===== config.mk =====
export PLATFORM = sky130hd
export DESIGN_NAME = encoder_setpoint_adjuster_flat
export DESIGN_NICKNAME = d
export VERILOG_FILES = /design/src/sv/esa_pkg.sv /design/src/sv/esa_in_if.sv /design/src/sv/esa_out_if.sv /design/src/sv/esa_cfg.sv /design/src/sv/esa_step.sv /design/src/sv/encoder_setpoint_adjuster.sv /design/src/flat_wrapper.sv
export SDC_FILE = /design/constraint.sdc
export NUM_CORES = 1
export LEC_CHECK = 0
export BUFFER_PORTS_ARGS = -buffer_cell sky130_fd_sc_hd__buf_2
export CAP_MARGIN = 40
export CORE_MARGIN = 2
export CORE_UTILIZATION = 50
export DETAILED_ROUTE_END_ITERATION = 8
export PLACE_DENSITY = 0.71
export SETUP_SLACK_MARGIN = 0.15
export SLEW_MARGIN = 20
export SYNTH_ARGS = -nofsm -noshare
export SYNTH_HDL_FRONTEND = slang
export SYNTH_SLANG_ARGS = --single-unit

===== constraint.sdc =====
create_clock -name clk -period 30.9 [get_ports clk]
set_clock_uncertainty 0.15 [all_clocks]
set_input_delay 4.635 -clock clk [delete_from_list [all_inputs] [get_ports clk]]
set_output_delay 4.635 -clock clk [all_outputs]
set_load 0.01 [all_outputs]

===== src/sv/esa_pkg.sv =====
// ----------------------------------------------------------------------------
// esa_pkg
// Shared types and constants for the encoder setpoint adjuster.
// ----------------------------------------------------------------------------
`default_nettype none

package esa_pkg;

  localparam int SP_W      = 16;
  localparam int STEP_W    = 14;
  localparam int TMO_W     = 16;
  localparam int INTV_W    = 8;
  localparam int CNT_W     = 8;
  localparam int ADJ_W     = 17;
  localparam int UPD_W     = 8;
  localparam int CFG_IDX_W = 3;
  localparam int CFG_DAT_W = 16;
  localparam int PROD_W    = CNT_W + STEP_W + 1;
  localparam int SUM_W     = PROD_W + 1;

  localparam logic [SP_W-1:0]   INIT_SP_RST  = 16'd500;
  localparam logic [SP_W-1:0]   SP_MIN_RST   = 16'd200;
  localparam logic [SP_W-1:0]   SP_MAX_RST   = 16'd1500;
  localparam logic [STEP_W-1:0] FINE_RST     = 14'd10;
  localparam logic [STEP_W-1:0] COARSE_RST   = 14'd100;
  localparam logic [TMO_W-1:0]  TIMEOUT_RST  = 16'd5000;
  localparam logic [INTV_W-1:0] INTERVAL_RST = 8'd20;

  localparam logic signed [CNT_W-1:0] CNT_MAX = 8'sh7f;
  localparam logic signed [CNT_W-1:0] CNT_MIN = 8'sh80;

  typedef enum logic [CFG_IDX_W-1:0] {
    REG_INITIAL_SETPOINT = 3'd0,
    REG_SETPOINT_MIN     = 3'd1,
    REG_SETPOINT_MAX     = 3'd2,
    REG_FINE_STEP        = 3'd3,
    REG_COARSE_STEP      = 3'd4,
    REG_CONFIRM_TIMEOUT  = 3'd5,
    REG_UPDATE_INTERVAL  = 3'd6,
    REG_REVERSE_DIR      = 3'd7
  } reg_idx_t;

  typedef struct packed {
    logic [SP_W-1:0]   setpoint_min;
    logic [SP_W-1:0]   setpoint_max;
    logic [STEP_W-1:0] fine_step;
    logic [STEP_W-1:0] coarse_step;
    logic [TMO_W-1:0]  confirm_timeout_ticks;
    logic [INTV_W-1:0] update_interval_ticks;
    logic              reverse_direction;
  } cfg_t;

  typedef struct packed {
    logic pin_a;
    logic pin_b;
    logic confirm_pulse;
    logic reset_pulse;
    logic toggle_pulse;
  } item_t;

  typedef struct packed {
    logic [SP_W-1:0] setpoint;
    logic            confirmed;
    logic            fine_mode;
    logic            display_update;
  } result_t;

  typedef struct packed {
    logic                    prev_a;
    logic                    prev_b;
    logic signed [CNT_W-1:0] pulse_count;
    logic [SP_W-1:0]         current_setpoint;
    logic [SP_W-1:0]         original_setpoint;
    logic                    is_confirmed;
    logic                    fine_selected;
    logic [ADJ_W-1:0]        since_adjust;
    logic [UPD_W-1:0]        since_update;
  } state_t;

endpackage

`default_nettype wire


===== src/sv/esa_in_if.sv =====
// ----------------------------------------------------------------------------
// esa_in_if
// Input channel: one tick of sampled encoder pins and qualified pulses.
// ----------------------------------------------------------------------------
`default_nettype none

interface esa_in_if;
  logic valid;
  logic ready;
  logic pin_a;
  logic pin_b;
  logic confirm_pulse;
  logic reset_pulse;
  logic toggle_pulse;

  modport source (
    output valid, pin_a, pin_b, confirm_pulse, reset_pulse, toggle_pulse,
    input  ready
  );

  modport sink (
    input  valid, pin_a, pin_b, confirm_pulse, reset_pulse, toggle_pulse,
    output ready
  );
endinterface

`default_nettype wire


===== src/sv/esa_out_if.sv =====
// ----------------------------------------------------------------------------
// esa_out_if
// Result channel: setpoint and status word for each tick.
// ----------------------------------------------------------------------------
`default_nettype none

interface esa_out_if;
  logic        valid;
  logic        ready;
  logic [15:0] setpoint;
  logic        confirmed;
  logic        fine_mode;
  logic        display_update;

  modport source (
    output valid, setpoint, confirmed, fine_mode, display_update,
    input  ready
  );

  modport sink (
    input  valid, setpoint, confirmed, fine_mode, display_update,
    output ready
  );
endinterface

`default_nettype wire


===== src/sv/esa_cfg.sv =====
// ----------------------------------------------------------------------------
// esa_cfg
// Configuration register file with a plain write port.
// ----------------------------------------------------------------------------
`default_nettype none

module esa_cfg (
  input  wire logic                             clk,
  input  wire logic                             rst_n,
  input  wire logic                             cfg_we,
  input  wire logic [esa_pkg::CFG_IDX_W-1:0]    cfg_idx,
  input  wire logic [esa_pkg::CFG_DAT_W-1:0]    cfg_wdata,
  output esa_pkg::cfg_t                         cfg,
  output logic                                  sp_load
);

  esa_pkg::cfg_t cfg_r;
  esa_pkg::cfg_t cfg_nxt;

  always_comb begin
    cfg_nxt = cfg_r;
    sp_load = 1'b0;
    if (cfg_we) begin
      unique case (esa_pkg::reg_idx_t'(cfg_idx))
        esa_pkg::REG_INITIAL_SETPOINT: sp_load = 1'b1;
        esa_pkg::REG_SETPOINT_MIN:     cfg_nxt.setpoint_min = cfg_wdata;
        esa_pkg::REG_SETPOINT_MAX:     cfg_nxt.setpoint_max = cfg_wdata;
        esa_pkg::REG_FINE_STEP: begin
          cfg_nxt.fine_step = cfg_wdata[esa_pkg::STEP_W-1:0];
        end
        esa_pkg::REG_COARSE_STEP: begin
          cfg_nxt.coarse_step = cfg_wdata[esa_pkg::STEP_W-1:0];
        end
        esa_pkg::REG_CONFIRM_TIMEOUT:  cfg_nxt.confirm_timeout_ticks = cfg_wdata;
        esa_pkg::REG_UPDATE_INTERVAL: begin
          cfg_nxt.update_interval_ticks = cfg_wdata[esa_pkg::INTV_W-1:0];
        end
        esa_pkg::REG_REVERSE_DIR:      cfg_nxt.reverse_direction = cfg_wdata[0];
      endcase
    end
  end

  always_ff @(posedge clk) begin
    if (!rst_n) begin
      cfg_r.setpoint_min          <= esa_pkg::SP_MIN_RST;
      cfg_r.setpoint_max          <= esa_pkg::SP_MAX_RST;
      cfg_r.fine_step             <= esa_pkg::FINE_RST;
      cfg_r.coarse_step           <= esa_pkg::COARSE_RST;
      cfg_r.confirm_timeout_ticks <= esa_pkg::TIMEOUT_RST;
      cfg_r.update_interval_ticks <= esa_pkg::INTERVAL_RST;
      cfg_r.reverse_direction     <= 1'b0;
    end else begin
      cfg_r <= cfg_nxt;
    end
  end

  assign cfg = cfg_r;

endmodule

`default_nettype wire


===== src/sv/esa_step.sv =====
// ----------------------------------------------------------------------------
// esa_step
// Per-tick update rule: edge decode, pulse count, scaled and clamped
// setpoint change, mode toggle, confirm, reset and timeout rollback.
// ----------------------------------------------------------------------------
`default_nettype none

module esa_step (
  input  wire esa_pkg::cfg_t   cfg,
  input  wire esa_pkg::state_t st,
  input  wire esa_pkg::item_t  item,
  output esa_pkg::state_t      st_nxt,
  output esa_pkg::result_t     res
);

  logic [esa_pkg::ADJ_W-1:0]        sa_inc;
  logic [esa_pkg::UPD_W-1:0]        su_inc;
  logic                             eff_a;
  logic                             eff_b;
  logic                             eff_pa;
  logic                             eff_pb;
  logic                             dec;
  logic                             inc;
  logic signed [esa_pkg::CNT_W-1:0] cnt_edge;
  logic                             apply;
  logic [esa_pkg::STEP_W-1:0]       step;
  logic signed [esa_pkg::PROD_W-1:0] prod;
  logic signed [esa_pkg::SUM_W-1:0]  sum;
  logic signed [esa_pkg::SUM_W-1:0]  hi;
  logic signed [esa_pkg::SUM_W-1:0]  lo;
  logic signed [esa_pkg::SUM_W-1:0]  clamp_hi;
  logic signed [esa_pkg::SUM_W-1:0]  clamp_lo;
  logic                             disp;

  assign sa_inc = (st.since_adjust == '1) ? st.since_adjust
                                          : st.since_adjust + esa_pkg::ADJ_W'(1);
  assign su_inc = (st.since_update == '1) ? st.since_update
                                          : st.since_update + esa_pkg::UPD_W'(1);

  assign eff_a  = cfg.reverse_direction ? item.pin_b : item.pin_a;
  assign eff_b  = cfg.reverse_direction ? item.pin_a : item.pin_b;
  assign eff_pa = cfg.reverse_direction ? st.prev_b : st.prev_a;
  assign eff_pb = cfg.reverse_direction ? st.prev_a : st.prev_b;
  assign dec    = eff_a & ~eff_pa & ~eff_b;
  assign inc    = eff_b & ~eff_pb & ~eff_a;

  always_comb begin
    priority if (dec && st.pulse_count != esa_pkg::CNT_MIN) begin
      cnt_edge = st.pulse_count - esa_pkg::CNT_W'(1);
    end else if (inc && st.pulse_count != esa_pkg::CNT_MAX) begin
      cnt_edge = st.pulse_count + esa_pkg::CNT_W'(1);
    end else begin
      cnt_edge = st.pulse_count;
    end
  end

  assign apply = (su_inc >= cfg.update_interval_ticks) && (cnt_edge != '0);
  assign step  = st.fine_selected ? cfg.fine_step : cfg.coarse_step;

  assign prod = esa_pkg::PROD_W'(cnt_edge) * esa_pkg::PROD_W'($signed({1'b0, step}));
  assign sum  = esa_pkg::SUM_W'($signed({1'b0, st.current_setpoint})) +
                esa_pkg::SUM_W'(prod);
  assign hi   = esa_pkg::SUM_W'($signed({1'b0, cfg.setpoint_max}));
  assign lo   = esa_pkg::SUM_W'($signed({1'b0, cfg.setpoint_min}));

  assign clamp_hi = (sum > hi) ? hi : sum;
  assign clamp_lo = (clamp_hi < lo) ? lo : clamp_hi;

  always_comb begin
    st_nxt              = st;
    st_nxt.prev_a       = item.pin_a;
    st_nxt.prev_b       = item.pin_b;
    st_nxt.pulse_count  = cnt_edge;
    st_nxt.since_adjust = sa_inc;
    st_nxt.since_update = su_inc;
    disp                = 1'b0;

    if (apply) begin
      if (st.is_confirmed) begin
        st_nxt.original_setpoint = st.current_setpoint;
      end
      st_nxt.is_confirmed     = 1'b0;
      st_nxt.current_setpoint = clamp_lo[esa_pkg::SP_W-1:0];
      st_nxt.pulse_count      = '0;
      st_nxt.since_update     = '0;
      st_nxt.since_adjust     = '0;
      disp                    = 1'b1;
    end
    if (item.toggle_pulse) begin
      st_nxt.fine_selected = ~st.fine_selected;
      disp                 = 1'b1;
    end
    if (item.confirm_pulse && !st_nxt.is_confirmed) begin
      st_nxt.is_confirmed = 1'b1;
      disp                = 1'b1;
    end
    if (item.reset_pulse) begin
      st_nxt.current_setpoint = st_nxt.original_setpoint;
      st_nxt.is_confirmed     = 1'b1;
      disp                    = 1'b1;
    end
    if (!st_nxt.is_confirmed &&
        (st_nxt.since_adjust > esa_pkg::ADJ_W'(cfg.confirm_timeout_ticks))) begin
      st_nxt.current_setpoint = st_nxt.original_setpoint;
      st_nxt.is_confirmed     = 1'b1;
      disp                    = 1'b1;
    end
  end

  assign res.setpoint       = st_nxt.current_setpoint;
  assign res.confirmed      = st_nxt.is_confirmed;
  assign res.fine_mode      = st_nxt.fine_selected;
  assign res.display_update = disp;

endmodule

`default_nettype wire


===== src/sv/encoder_setpoint_adjuster.sv =====
// ----------------------------------------------------------------------------
// encoder_setpoint_adjuster
// Turns quadrature encoder ticks and button pulses into a clamped setpoint
// with confirmation, reset and timeout rollback.
//
// Each word on in_if is one tick: encoder pins A and B plus confirm, reset
// and toggle pulses. Each accepted word yields exactly one word on out_if
// with the setpoint, the confirmed and fine-mode flags, and a display
// update flag. Configuration is written through cfg_we, cfg_idx and
// cfg_wdata only while the block is idle; the user must keep to this, as the
// block does not enforce it. A write of the initial setpoint also loads the
// current and original setpoints. A word is registered on entry and its
// result on exit; the result is offered once the word moves from the input
// to the output register. One word is taken every cycle while out_if.ready
// allows; the update of the adjuster state sets that rate. Reset restores
// configuration and adjuster state to defaults and empties both stages.
// When the receiver stalls, the output word holds, the input register takes
// one more word, and then in_if.ready falls until out_if.ready returns.
// ----------------------------------------------------------------------------
`default_nettype none

module encoder_setpoint_adjuster (
  input  wire logic                          clk,
  input  wire logic                          rst_n,
  esa_in_if.sink                             in_if,
  esa_out_if.source                          out_if,
  input  wire logic                          cfg_we,
  input  wire logic [esa_pkg::CFG_IDX_W-1:0] cfg_idx,
  input  wire logic [esa_pkg::CFG_DAT_W-1:0] cfg_wdata
);

  esa_pkg::cfg_t    cfg;
  logic             sp_load;
  logic             s1_valid_r;
  esa_pkg::item_t   s1_item_r;
  esa_pkg::state_t  st_r;
  esa_pkg::state_t  st_nxt;
  esa_pkg::result_t res;
  logic             out_valid_r;
  esa_pkg::result_t out_res_r;
  logic             advance;
  logic             in_ready;

  esa_cfg u_cfg (
    .clk       (clk),
    .rst_n     (rst_n),
    .cfg_we    (cfg_we),
    .cfg_idx   (cfg_idx),
    .cfg_wdata (cfg_wdata),
    .cfg       (cfg),
    .sp_load   (sp_load)
  );

  esa_step u_step (
    .cfg    (cfg),
    .st     (st_r),
    .item   (s1_item_r),
    .st_nxt (st_nxt),
    .res    (res)
  );

  assign advance     = s1_valid_r && (!out_valid_r || out_if.ready);
  assign in_ready    = !s1_valid_r || advance;
  assign in_if.ready = in_ready;

  always_ff @(posedge clk) begin
    if (!rst_n) begin
      s1_valid_r <= 1'b0;
    end else if (in_ready) begin
      s1_valid_r <= in_if.valid;
    end
  end

  always_ff @(posedge clk) begin
    if (in_ready && in_if.valid) begin
      s1_item_r.pin_a         <= in_if.pin_a;
      s1_item_r.pin_b         <= in_if.pin_b;
      s1_item_r.confirm_pulse <= in_if.confirm_pulse;
      s1_item_r.reset_pulse   <= in_if.reset_pulse;
      s1_item_r.toggle_pulse  <= in_if.toggle_pulse;
    end
  end

  always_ff @(posedge clk) begin
    if (!rst_n) begin
      st_r.prev_a            <= 1'b0;
      st_r.prev_b            <= 1'b0;
      st_r.pulse_count       <= '0;
      st_r.current_setpoint  <= esa_pkg::INIT_SP_RST;
      st_r.original_setpoint <= esa_pkg::INIT_SP_RST;
      st_r.is_confirmed      <= 1'b1;
      st_r.fine_selected     <= 1'b1;
      st_r.since_adjust      <= '0;
      st_r.since_update      <= '0;
    end else if (sp_load) begin
      st_r.current_setpoint  <= cfg_wdata;
      st_r.original_setpoint <= cfg_wdata;
    end else if (advance) begin
      st_r <= st_nxt;
    end
  end

  always_ff @(posedge clk) begin
    if (!rst_n) begin
      out_valid_r <= 1'b0;
    end else if (advance) begin
      out_valid_r <= 1'b1;
    end else if (out_if.ready) begin
      out_valid_r <= 1'b0;
    end
  end

  always_ff @(posedge clk) begin
    if (advance) begin
      out_res_r <= res;
    end
  end

  assign out_if.valid          = out_valid_r;
  assign out_if.setpoint       = out_res_r.setpoint;
  assign out_if.confirmed      = out_res_r.confirmed;
  assign out_if.fine_mode      = out_res_r.fine_mode;
  assign out_if.display_update = out_res_r.display_update;

endmodule

`default_nettype wire


===== src/flat_wrapper.sv =====
// flat-port wrapper written by rule: the top's interface ports become plain ports
module encoder_setpoint_adjuster_flat 
  (clk, rst_n, cfg_we, cfg_idx, cfg_wdata, in_if_valid, in_if_pin_a, in_if_pin_b, in_if_confirm_pulse, in_if_reset_pulse, in_if_toggle_pulse, in_if_ready, out_if_valid, out_if_setpoint, out_if_confirmed, out_if_fine_mode, out_if_display_update, out_if_ready);
  esa_in_if in_if_i ();
  esa_out_if out_if_i ();
  input  wire logic clk;
  input  wire logic rst_n;
  input  wire logic cfg_we;
  input  wire logic [esa_pkg::CFG_IDX_W-1:0] cfg_idx;
  input  wire logic [esa_pkg::CFG_DAT_W-1:0] cfg_wdata;
  input wire logic [$bits(in_if_i.valid)-1:0] in_if_valid;
  input wire logic [$bits(in_if_i.pin_a)-1:0] in_if_pin_a;
  input wire logic [$bits(in_if_i.pin_b)-1:0] in_if_pin_b;
  input wire logic [$bits(in_if_i.confirm_pulse)-1:0] in_if_confirm_pulse;
  input wire logic [$bits(in_if_i.reset_pulse)-1:0] in_if_reset_pulse;
  input wire logic [$bits(in_if_i.toggle_pulse)-1:0] in_if_toggle_pulse;
  output wire logic [$bits(in_if_i.ready)-1:0] in_if_ready;
  output wire logic [$bits(out_if_i.valid)-1:0] out_if_valid;
  output wire logic [$bits(out_if_i.setpoint)-1:0] out_if_setpoint;
  output wire logic [$bits(out_if_i.confirmed)-1:0] out_if_confirmed;
  output wire logic [$bits(out_if_i.fine_mode)-1:0] out_if_fine_mode;
  output wire logic [$bits(out_if_i.display_update)-1:0] out_if_display_update;
  input wire logic [$bits(out_if_i.ready)-1:0] out_if_ready;
  assign in_if_i.valid = in_if_valid;
  assign in_if_i.pin_a = in_if_pin_a;
  assign in_if_i.pin_b = in_if_pin_b;
  assign in_if_i.confirm_pulse = in_if_confirm_pulse;
  assign in_if_i.reset_pulse = in_if_reset_pulse;
  assign in_if_i.toggle_pulse = in_if_toggle_pulse;
  assign in_if_ready = in_if_i.ready;
  assign out_if_valid = out_if_i.valid;
  assign out_if_setpoint = out_if_i.setpoint;
  assign out_if_confirmed = out_if_i.confirmed;
  assign out_if_fine_mode = out_if_i.fine_mode;
  assign out_if_display_update = out_if_i.display_update;
  assign out_if_i.ready = out_if_ready;
  encoder_setpoint_adjuster u_core (.clk(clk), .rst_n(rst_n), .in_if(in_if_i), .out_if(out_if_i), .cfg_we(cfg_we), .cfg_idx(cfg_idx), .cfg_wdata(cfg_wdata));
endmodule

# Yosys cells after proc, flatten, opt, wreduce, memory -nomap -nowiden
# Index checks and enable logic that the tools add are counted.
classes:
  bitwise: 10
  mux: 27
  n_eq_ne: 11
  n_mul: 1
  add_sub_neg: 5
  n_lt_le_gt_ge: 4
  reduce_logical: 26
ops:
  columns: ["op", "count"]
  rows:
  - ["$mux 16", 4]
  - ["$mux 59", 1]
  - ["$mux 41", 1]
  - ["$mux 32", 1]
  - ["$mux 25", 1]
  - ["$add 17x23->24", 1]
  - ["$gt 24x17->1", 1]
  - ["$lt 24x17->1", 1]
  - ["$mux 24", 1]
  - ["$mux 8", 3]
  - ["$mul 8x15->23", 1]
  - ["$add 17x1->17 const B", 1]
  - ["$eq 17x17->1 const B", 1]
  - ["$gt 17x16->1", 1]
  - ["$mux 17", 1]
  - ["$ne 8x8->1 const B", 2]
  - ["$reduce_and 2->1", 8]
  - ["$mux 14", 1]
  - ["$mux 1", 13]
  - ["$eq 3x3->1 const B", 4]
  - ["$add 8x1->8 const B", 1]
  - ["$add 8x2->8 const B", 1]
  - ["$eq 8x8->1 const B", 1]
  - ["$ge 8x8->1", 1]
  - ["12 further kinds", 32]
word_totals:
  reg_bits: 180
  input_bits: 29
  out_inout_bits: 21
  elab_cells: 111

# Logic depth before layout (Yosys ltp)
# Gate-level depths: netlist of run 1.
logic_depth:
  depth_word: 23
  ltp_mapped: 45
  mapped_depth_nobuf: 42

# By module
# From an unflattened synthesis of run 1, not the netlist that was laid out.
hier_totals:
  cells_unflattened: 1729
  area_unflattened_um2: 15263.4
modules_own_cells:
  columns: ["module", "instances", "cells_each", "area_per_inst_um2"]
  rows:
  - ["esa_step", 1, 1048, 8192.9]
  - ["encoder_setpoint_adjuster", 1, 364, 3703.6]
  - ["esa_cfg", 1, 317, 3367.0]

# Worst setup path before layout of run 1
# No wires, ideal clock.
synth_path:
  path_kind: "reg-to-reg"
  start: "register u_core.st_r[61] (netlist name)"
  end: "register u_core.out_res_r, in the netlist u_core.out_if.setpoint[10] (data pin)"
  t_required_ns: 30.494
  path_stages_with_launch: 40
  arrival_ns: 9.868
  slack_ns: 20.625
  path_buffers: 4
  cell_sequence: "dfxtp_1 > buf_2 > nor4_4 > and3_1 > nor4_1 > a32oi_1 > xor2_1 > clkbuf_1 > nand2b_1 > fa_1 > fa_1 > inv_1 > fa_1 > fa_1 > fa_1 > ha_1 > and3_1 > a221o_1 > (+4 left out) > nand2_1 > a21oi_1 > o211ai_1 > a2111oi_4 > a31oi_4 > buf_6 > mux2_2 > ha_1 > a21o_1 > a21o_1 > a211o_1 > and2_1 > o21ba_2 > o31a_4 > buf_12 > mux2_4 > nor2_1 > nor2_1"
synth_rtl:
  columns: ["item", "line", "text"]
  rows:
  - ["start: declaration", "encoder_setpoint_adjuster.sv:36", "esa_pkg::state_t st_r;"]
  - ["start signal: assignment", "encoder_setpoint_adjuster.sv:99", "st_r <= st_nxt;"]
  - ["end signal: assignment", "encoder_setpoint_adjuster.sv:115", "out_res_r <= res;"]
  - ["end: declaration", "encoder_setpoint_adjuster.sv:40", "esa_pkg::result_t out_res_r;"]

==> flow_summary.yaml, run 1 <==
cts:
  worst_skew_pair.late_latency_ns: 0.45
  cts.repair_timing.setup_buffer_count: 0
  clk_transition_reported_paths_ns: 0.08
  cts_buffers: 17
  max-clock-path-buffers: 2
  hold_bufs_at_cts: 0
  cts_h_tree_depth: 4
  clockRootBuffer: "clkbuf_16"
  clock_sinks: 180
  ctsResizeCount: 0
  clock_tree_from_tritoncts: "yes"
place:
  numPortBuffers: 49
  dp_hpwl_um: 29900
  dpl-instance-area_mm2: 0.0152
  placement_setup_slack_ns: 19.97
  placed_cells_incl_taps: 2112
  routabilityCongestion: 0.947
cells_and_area:
  final-instance-count-excl-fill: 2145
  layout_common_cells: "nand2_1, inv_1, dfxtp_1, nor2_1, ha_1"
  layout_commonest_cell: "nand2_1"
  layout-area-overhead-vs-synth_pct: 8.19
  fin_area_mm2: 0.0158
  final_layout_size_suffix_gt1_share_pct: 10.6
  n_fill_cell: 2611
  nNetsFinal: 1989
logic_synthesis:
  postSynthNetCount: 1976
  syn_area_mm2: 0.0146
  syn-instance-count: 1734
  synth.yosys.warnings: 0
  yosys.cell_types.count: 78
  synth-main-ff-cell: "dfxtp_1"
  synth.ff_latch_count: 180
  number_of_enable_type_register_cells_in_the_synthesized_netlist: 24
  synth_area_per_cell_um2: 8.41
  synth-seq-area-share_pct: 26.4
  ys_async_sr_fraction_pct: 0
setup_path:
  worst_setup_path_start_kind: "flop"
  critPathArrivalTime_ns: 11.08
  path_max_fanout: 17
  timing.critical_path.to_type: "flop"
  worstPathBufferInverterCount: 0
  critPathMaxStageDelay_ns: 0.66
  criticalPathCategory: "flop to flop"
  worst_path_dominant_cell_family: "adder cells"
  startpoint: "u_core.st_r[62]$_SDFFE_PN0P_"
  timing.critical_path.required_ns: 30.96
  reg2reg_from: "u_core.st_r[62]$_SDFFE_PN0P_"
  critical_path.slowest_cell: "dfxtp_1"
timing:
  setup_tns_ns: 0
  period_needed_ns: 11.02
  grt_setup_unrepaired: "no"
  tightest_slew_ns: 0.838
  setup_ws_ns: 19.88
  maxClockFrequency_mhz: 90.7
  final-hold-violation-count: 0
  final-max-slew-violation-count: 0
  setup_viol: 0
  period_share_pct: 35.7
  relSlewSlack_pct: 44.0
routing:
  drt-vias-per-instance: 5.77
  drc_errors: 0
  final_routed_wire_length_divided_by_cell_count_um: 18.7
  totalWireLength_um: 40000
  dr.first_iter.drc_count: 1076
  vias: 12400
  drt_pre_antenna_iters: 6
  antenna_violating_nets_post_route: 0
global_route:
  grtUsageTotal_pct: 26.4
  vias_in_the_first_global_route: 11900
  grt_max_degree: 56
  antenna_found_initial: 1
  grt_pass1_wl_um: 63700
  gr-total-overflow: 0
min_path:
  min-delay-path-class: "flop to flop"
  min_from: "u_core.u_cfg.cfg[49]$_SDFFE_PN0P_"
power_and_ir_drop:
  power.density_cell_area_mw_per_mm2: 54.8
  p_leak_nw: 6.86
  ir_worst_vdd_mv: 0.0439
floorplanning:
  num_io_pins: 50
  rows: 62
  floorplan.core_area_mm2: 0.0287
  die_w_um: 175
  die-height_um: 175
  die_area_mm2: 0.0305
  initial_core_util_pct: 50.8
outcome:
  run_status: "finished clean"
job:
  cap_violations: 0
cells by family after synthesis:
family	after synthesis	synth area share, %
buf+inv	246	6.61
compound gates	373	18.0
mux	60	4.71
simple gates	623	19.1
xor+xnor	39	2.39
fa+ha+maj	213	22.8
flops	180	26.4
registers in the layout, indices dropped and copies added, names as in the netlist:
| register | count |
|---|---|
| u_core.s1_valid_r | 1 |
| u_core.s1_item_r | 5 |
| u_core.out_if.display_update | 1 |
| u_core.st_r | 69 |
| u_core.u_cfg.cfg | 85 |
| u_core.out_if.setpoint | 16 |
| u_core.out_if.confirmed | 1 |
| u_core.out_if.valid | 1 |
| u_core.out_if.fine_mode | 1 |
layout make-up:
| type | count | area (um2) | share of cell area, % |
|---|---|---|---|
| Multi-Input combinational cell | 1308 | 9790 | 62.1 |
| Sequential cell | 180 | 3840 | 24.4 |
| Inverter | 167 | 627 | 3.97 |
| Tap cell | 384 | 480 | 3.05 |
| Clock buffer | 18 | 450 | 2.86 |
| Timing Repair Buffer | 73 | 442 | 2.80 |
| Clock inverter | 14 | 134 | 0.849 |
| Antenna cell | 1 | 2.50 | 0.0159 |
Yosys cell counts, types with 5 or more instances:
library cell / n / area share (%)
nand2_1: 312 / 8.0
inv_1: 167 / 4.3
dfxtp_1: 156 / 21
nor2_1: 130 / 3.3
ha_1: 125 / 11
fa_1: 88 / 12
a21boi_0: 81 / 4.2
a21oi_1: 79 / 2.7
clkbuf_1: 64 / 1.6
o21ai_0: 47 / 1.6
nand3_1: 38 / 1.3
mux2_2: 33 / 2.5
o211ai_1: 27 / 1.4
nor2b_1: 26 / 1.1
edfxtp_1: 24 / 4.9
nor3_1: 22 / 0.76
nand2b_1: 21 / 0.90
xnor2_1: 19 / 1.1
xor2_1: 19 / 1.1
mux2i_1: 18 / 1.2
and2_1: 17 / 0.73
a21o_1: 16 / 0.82
and3_1: 15 / 0.64
a31oi_1: 14 / 0.60
o22ai_1: 14 / 0.60
nand4_1: 12 / 0.52
buf_2: 10 / 0.34
mux2_4: 9 / 0.93
a22oi_1: 8 / 0.41
o221a_2: 8 / 0.62
o21a_1: 7 / 0.36
o21bai_1: 7 / 0.36
o221ai_1: 7 / 0.42
o31ai_1: 7 / 0.36
or3_1: 7 / 0.30
o21ai_2: 6 / 0.36
a211oi_1: 5 / 0.26
and4_1: 5 / 0.30
worst register-to-register path, delay by kind of cell (launching register included):
kind                     cells  cell delay (ns)
XOR/XNOR                     2             0.74
adder cells (fa/ha/maj)      8             3.41
AO/OA/AOI/OAI               13             3.26
multiplexers                 2             0.79
AND/OR/NAND/NOR             13             1.77
flip-flops                   1             0.66
path summary, 6_finish.rpt:
check,end,slack (ns),cells past startpoint
worst min register to register,u_core.u_cfg.cfg[49]$_SDFFE_PN0P_,0.31,2
worst max register to register,u_core.out_if.setpoint[2]$_DFFE_PP_,19.88,38
worst max-delay path,u_core.out_if.setpoint[2]$_DFFE_PP_,19.88,38
worst min-delay path,u_core.u_cfg.cfg[49]$_SDFFE_PN0P_,0.31,2
power by group:
part / internal, mW / switching [mW] / leakage (nW) / total [mW]
clock: 0.112 / 0.107 / 0.289 / 0.219
sequential: 0.245 / 0.00734 / 1.48 / 0.252
combinational: 0.167 / 0.225 / 5.09 / 0.392
per-stage QoR:
step	hold slack [ns]	util, %	total power [mW]
2_1_floorplan	0.290	-	0.556
5_1_grt	0.331	54.9	0.918
3_3_place_gp	0.299	52.7	0.634
6_report	0.311	54.9	0.864
3_5_place_dp	0.302	52.9	0.645
4_1_cts	0.313	54.9	0.864
routing by layer:
| layer | GRT usage (%) | part of all wire [%] | vias up |
|---|---|---|---|
| met2 | 43.6 | 47 | 410 |
| met3 | 4.77 | 6.0 | 70 |
| li1 | - | - | 5913 |
| met4 | 9.17 | 2.9 | 0 |
| met5 | 0 | 0 | - |
| met1 | 34.7 | 44 | 5993 |
Power figures use the tool's default switching activity.
==> run 2, diff against run 1 <==
- clock period: 30.9 -> 11.2 ns (I/O delays scaled with it)
==> run 2 against run 1 <==
Setup slack worse by 19 ns. Via count is 0.82% higher. Critical path depth is 3 lower. Sequential share of layout area is 0.24 points lower. Utilization is 0.58 points higher. Critical path type unchanged. Largest cell class unchanged. Wire length is 1.0% higher. Count of clock-buffer cells in the layout is 2 higher. Sequential power grew to 2.8 times the previous value. Combinational power grew to 2.9 times the previous value. First-iteration DRC count is 0.84% lower. Die area stayed put. Largest power group unchanged.
==> flow_summary.yaml, run 2 (synthesis results as in run 1) <==
global_route:
  gr-total-overflow: 0
  grt_max_degree: 84
  antenna_found_initial: 1
  vias_in_the_first_global_route: 12200
  grtUsageTotal_pct: 26.6
  grt_pass1_wl_um: 64400
cells_and_area:
  layout_commonest_cell: "nand2_1"
  layout-area-overhead-vs-synth_pct: 9.32
  layout_common_cells: "nand2_1, inv_1, dfxtp_1, nor2_1, ha_1"
  nNetsFinal: 2002
  number_of_flip_flops_in_the_largest_register: 85
  final_layout_size_suffix_gt1_share_pct: 11.7
cts:
  clock_sinks: 180
  max-clock-path-buffers: 2
  clockRootBuffer: "clkbuf_16"
  worst_skew_pair.late_latency_ns: 0.44
  clk_transition_reported_paths_ns: 0.08
  cts_buffers: 17
  clock_tree_from_tritoncts: "yes"
  cts_h_tree_depth: 4
timing:
  period_needed_ns: 10.55
  maxClockFrequency_mhz: 94.8
  tightest_slew_ns: 0.845
  final-hold-violation-count: 0
  relSlewSlack_pct: 43.5
  setup_viol: 0
  final-max-slew-violation-count: 0
  period_share_pct: 94.2
  grt_setup_unrepaired: "no"
  setup_tns_ns: 0
routing:
  drt_pre_antenna_iters: 6
  drc_errors: 0
  dr.first_iter.drc_count: 1067
  vias: 12500
  antenna_violating_nets_post_route: 0
  final_routed_wire_length_divided_by_cell_count_um: 18.7
  totalWireLength_um: 40400
  drt-vias-per-instance: 5.79
place:
  routabilityCongestion: 0.923
  dp_hpwl_um: 30000
  numPortBuffers: 49
floorplanning:
  floorplan.core_area_mm2: 0.0287
  die-height_um: 175
  initial_core_util_pct: 50.8
  die_area_mm2: 0.0305
  rows: 62
  num_io_pins: 50
  die_w_um: 175
outcome:
  run_status: "finished clean"
power_and_ir_drop:
  post-layout-total-power_mw: 2.43
  ir_worst_vdd_mv: 0.119
  p_leak_nw: 6.95
  power.density_cell_area_mw_per_mm2: 152
setup_path:
  worst_setup_path_start_kind: "flop"
  criticalPathCategory: "flop to flop"
  critical_path.slowest_cell: "fa_1"
  timing.critical_path.to_type: "flop"
  critPathArrivalTime_ns: 10.60
  path_max_fanout: 16
  critPathMaxStageDelay_ns: 0.54
  timing.critical_path.required_ns: 11.26
job:
  cap_violations: 0
min_path:
  min-delay-path-class: "flop to flop"
==> run 2: layer usage <==
layer	GRT usage [%]	vias to the layer above	part of all wire (%)
met3	5.03	70	6.3
li1	-	5947	-
met1	35.2	6035	45
met5	0	-	0.032
met2	43.6	434	46
met4	9.69	2	3.0
==> run 2: critical path: cells and delay by family, from the launching register on <==
| family | cells | cell delay, ns |
|---|---|---|
| XOR/XNOR | 2 | 0.54 |
| buffers and inverters | 4 | 0.84 |
| adder cells (fa/ha/maj) | 8 | 3.30 |
| AND/OR/NAND/NOR | 7 | 1.36 |
| multiplexers | 2 | 0.70 |
| flip-flops | 1 | 0.45 |
| AO/OA/AOI/OAI | 12 | 2.98 |
==> run 2: cell type report <==
| class | instances | area, um2 |
|---|---|---|
| Fill cell | 2654 | 12800 |
| Multi-Input combinational cell | 1309 | 9840 |
| Sequential cell | 180 | 3840 |
| Inverter | 167 | 627 |
| Timing Repair Buffer | 85 | 553 |
| Tap cell | 384 | 480 |
| Clock buffer | 20 | 479 |
| Clock inverter | 12 | 104 |
| Antenna cell | 1 | 2.50 |
==> run 2: path summary, 6_finish.rpt <==
path | to | slack [ns] | cells after the start | start
worst min register to register | u_core.u_cfg.cfg[38]$_SDFFE_PN0P_ | 0.31 | 2 | u_core.u_cfg.cfg[38]$_SDFFE_PN0P_
worst max-delay path | u_core.out_if.setpoint[6]$_DFFE_PP_ | 0.65 | 35 | u_core.s1_item_r[4]$_DFFE_PP_
worst min-delay path | u_core.u_cfg.cfg[38]$_SDFFE_PN0P_ | 0.31 | 2 | u_core.u_cfg.cfg[38]$_SDFFE_PN0P_
worst max register to register | u_core.out_if.setpoint[6]$_DFFE_PP_ | 0.65 | 35 | u_core.s1_item_r[4]$_DFFE_PP_
==> run 2: what timing repair did <==
action / in CTS / in global routing
buffers inserted: 0 / 7
endpoints found under the setup margin: 0 / 32
hold buffers: 0 / 0
resized for setup: 0 / 9
==> run 2: power by group <==
part | internal (mW) | switching (mW)
clock network | 0.318 | 0.286
logic | 0.488 | 0.639
registers | 0.676 | 0.0219
==> run 2: through the flow <==
step	setup slack (ns)	hold slack, ns	cells	utilization (%)	instance area [um2]
final	0.654	0.314	2158	55.5	15900
after CTS	0.319	0.317	2149	55.1	15800
after detailed placement	0.412	0.305	2117	53.1	15200
after floorplan	0.925	0.290	1734	-	14600
after global routing	0.147	0.339	2157	55.5	15900
after global placement	0.453	0.301	2112	52.9	15200
==> run 3, diff against run 2 <==
- ABC_AREA: unset -> 1
- PLACE_DENSITY: 0.71 -> 0.72
==> run 3 against run 2 <==
Critical path depth up 12. Hold slack lost 0.0031 ns. First-iteration DRC count is 1.9% higher. Synthesized cell count up 11%. Sequential share of layout area grew 0.96 points. Register-to-register slack improved by 0.40 ns. Sequential power is essentially flat. Count of clock-buffer cells in the layout decreased by 3. Power is 14% higher.
==> flow_summary.yaml, run 3 <==
routing:
  totalWireLength_um: 39300
  vias: 12600
  drt_pre_antenna_iters: 5
  met2RoutedLength_um: 17700
  final_routed_wire_length_divided_by_cell_count_um: 16.8
  dr.first_iter.drc_count: 1087
  drt-vias-per-instance: 5.38
  dr_wl_met3_um: 2920
  highest-signal-layer: "met5"
  antenna_violating_nets_post_route: 0
  wire_length_the_detailed_router_placed_on_met1_um: 17300
  drc_errors: 0
setup_path:
  timing.critical_path.required_ns: 11.23
  worst_r2r_path_depth: 47
  startpoint: "u_core.st_r[59]$_SDFFE_PN0P_"
  critPathArrivalTime_ns: 10.17
  crit_path_frequent_cell: "nand2_1"
  critical_path.slowest_cell: "fa_1"
  criticalPathCategory: "flop to flop"
  r2r_end: "u_core.out_if.setpoint[6]$_DFFE_PP_"
  timing.reg2reg.setup_slack_ns: 1.05
  critPathMaxStageDelay_ns: 0.55
  timing.critical_path.to_type: "flop"
  path_max_fanout: 31
  reg2reg_from: "u_core.st_r[59]$_SDFFE_PN0P_"
  worst_setup_path_start_kind: "flop"
floorplanning:
  initial_core_util_pct: 50.8
  die-height_um: 172
  die_area_mm2: 0.0296
  floorplan.core_area_mm2: 0.0278
  rows: 61
  num_io_pins: 50
  die_w_um: 172
timing:
  period_share_pct: 90.6
  tightest_slew_ns: 0.861
  final-max-slew-violation-count: 0
  setup_viol: 0
  maxClockFrequency_mhz: 98.6
  relSlewSlack_pct: 42.5
  period_needed_ns: 10.15
  final-hold-violation-count: 0
  grt_setup_unrepaired: "no"
  setup_tns_ns: 0
logic_synthesis:
  synthDominantAreaCellType: "dfxtp_1"
  number_of_enable_type_register_cells_in_the_synthesized_netlist: 24
  syn-instance-count: 1933
  synthTopCellsByCount: "nand2_1, inv_1, o21ai_0, dfxtp_1, nor2_1"
  synth.yosys.warnings: 0
  synth.ff_latch_count: 180
  synth-seq-area-share_pct: 27.2
  yosys.cell_count.top_type: "nand2_1"
  synth_area_per_cell_um2: 7.31
  synth-main-ff-cell: "dfxtp_1"
  synthTopCellsByArea: "dfxtp_1, fa_1, nand2_1"
  postSynthNetCount: 2175
  ys_async_sr_fraction_pct: 0
  syn_area_mm2: 0.0141
  synth_top_area_share_pct: 22.1
  yosys.cell_types.count: 50
cells_and_area:
  layout_common_cells: "nand2_1, inv_1, o21ai_0, dfxtp_1, nor2_1"
  number_of_flip_flops_in_the_largest_register: 85
  final_layout_size_suffix_gt1_share_pct: 7.89
  layout-area-overhead-vs-synth_pct: 8.47
  num_antenna_cells: 0
  n_fill_cell: 2711
  post-route-util_pct: 55.1
  fin_area_mm2: 0.0153
  layout_commonest_cell: "nand2_1"
  nNetsFinal: 2193
global_route:
  grt_max_degree: 58
  grtUsageTotal_pct: 27.3
  vias_in_the_first_global_route: 12000
  gr-total-overflow: 0
  antenna_found_initial: 1
  grt_pass1_wl_um: 62600
place:
  dpl-instance-area_mm2: 0.0147
  dp_hpwl_um: 30500
  numPortBuffers: 49
  routabilityCongestion: 0.972
cts:
  clock_tree_from_tritoncts: "yes"
  max-clock-path-buffers: 2
  clock_sinks: 180
  cts_buffers: 17
  worst_skew_pair.late_latency_ns: 0.44
  clk_transition_reported_paths_ns: 0.07
  cts_h_tree_depth: 4
  clockRootBuffer: "clkbuf_16"
  hold_bufs_at_cts: 0
  ctsResizeCount: 0
  cts.repair_timing.setup_buffer_count: 0
min_path:
  min-delay-path-class: "flop to flop"
  worst_hold_path.endpoint: "u_core.u_cfg.cfg[48]$_SDFFE_PN0P_"
  min_from: "u_core.u_cfg.cfg[48]$_SDFFE_PN0P_"
  min_delay_path_depth: 2
power_and_ir_drop:
  power.density_cell_area_mw_per_mm2: 181
  ir_worst_vdd_mv: 0.187
  p_leak_nw: 7.43
outcome:
  run_status: "finished clean"
job:
  cap_violations: 0
## run 3: cell count changes after synthesis, sizes merged, moves of 14 or more
| cell | before | now |
|---|---|---|
| inv | 167 | 333 |
| nand2 | 312 | 450 |
| o21ai | 57 | 174 |
| a21boi | 81 | 3 |
| a21oi | 80 | 154 |
| mux2 | 42 | 0 |
| nand3 | 38 | 67 |
| nor2 | 130 | 156 |
| nor2b | 26 | 0 |
| nand2b | 21 | 0 |
| mux2i | 18 | 0 |
| and2 | 17 | 1 |
| and3 | 15 | 0 |
| a21o | 16 | 2 |
## run 3: cell families (layout without fill, tap and decap cells)
group,count (synthesis),after routing,share of synthesized area [%]
AND/OR/NAND/NOR,708,708,20.4
buffers and inverters,403,434,11.1
AO/OA/AOI/OAI,397,397,15.7
adder cells (fa/ha/maj),213,213,23.5
flip-flops,180,180,27.2
XOR/XNOR,32,32,2.04
## run 3: stage by stage
step,total power [mW],instances,setup slack (ns),hold slack [ns]
after floorplan,1.80,1933,2.56,0.279
after global placement,2.12,2303,1.06,0.290
after detailed placement,2.13,2308,0.792,0.300
after CTS,2.77,2340,0.729,0.312
after global routing,3.02,2342,0.206,0.333
final,2.78,2342,1.05,0.310
## run 3: routing by layer
| layer | global-route usage, % | vias up |
|---|---|---|
| met2 | 43.8 | 466 |
| met5 | 0 | - |
| met3 | 4.76 | 78 |
| li1 | - | 6200 |
| met4 | 10.2 | 2 |
| met1 | 36.9 | 5857 |
## run 3: worst max path at each step
stage	end	slack (ns)	cells after the start
after floorplan	u_core.out_if.setpoint[8]$_DFFE_PP_	2.56	52
after global placement	u_core.out_if.setpoint[6]$_DFFE_PP_	1.06	49
after detailed placement	u_core.out_if.setpoint[6]$_DFFE_PP_	0.79	47
after CTS	u_core.out_if.setpoint[6]$_DFFE_PP_	0.73	47
after global routing	u_core.out_if.setpoint[6]$_DFFE_PP_	0.21	47
final	u_core.out_if.setpoint[6]$_DFFE_PP_	1.05	47
## run 3: final cells by class
class                      instances  area [um2]  share of cell area [%]
multi-input combinational       1350        8730                    57.0
sequential                       180        3840                    25.1
inverter                         334        1250                    8.18
tap                              378         473                    3.09
clock buffer                      17         425                    2.78
timing repair buffer              68         400                    2.61
clock inverter                    15         189                    1.23
## run 3: worst max-delay path: cells and delay by family, from the launching register on
kind            cells  cell delay (ns)
flops               1             0.40
fa+ha+maj           9             3.75
simple gates       23             2.95
compound gates      9             1.68
xor+xnor            2             0.49
buf+inv             4             0.47
## run 3: where the power goes
part           internal (mW)  switching (mW)  total, mW
Combinational          0.511           0.933       1.44
Sequential             0.683          0.0172      0.700
Clock                  0.341           0.293      0.634
Total                   1.53            1.24       2.78
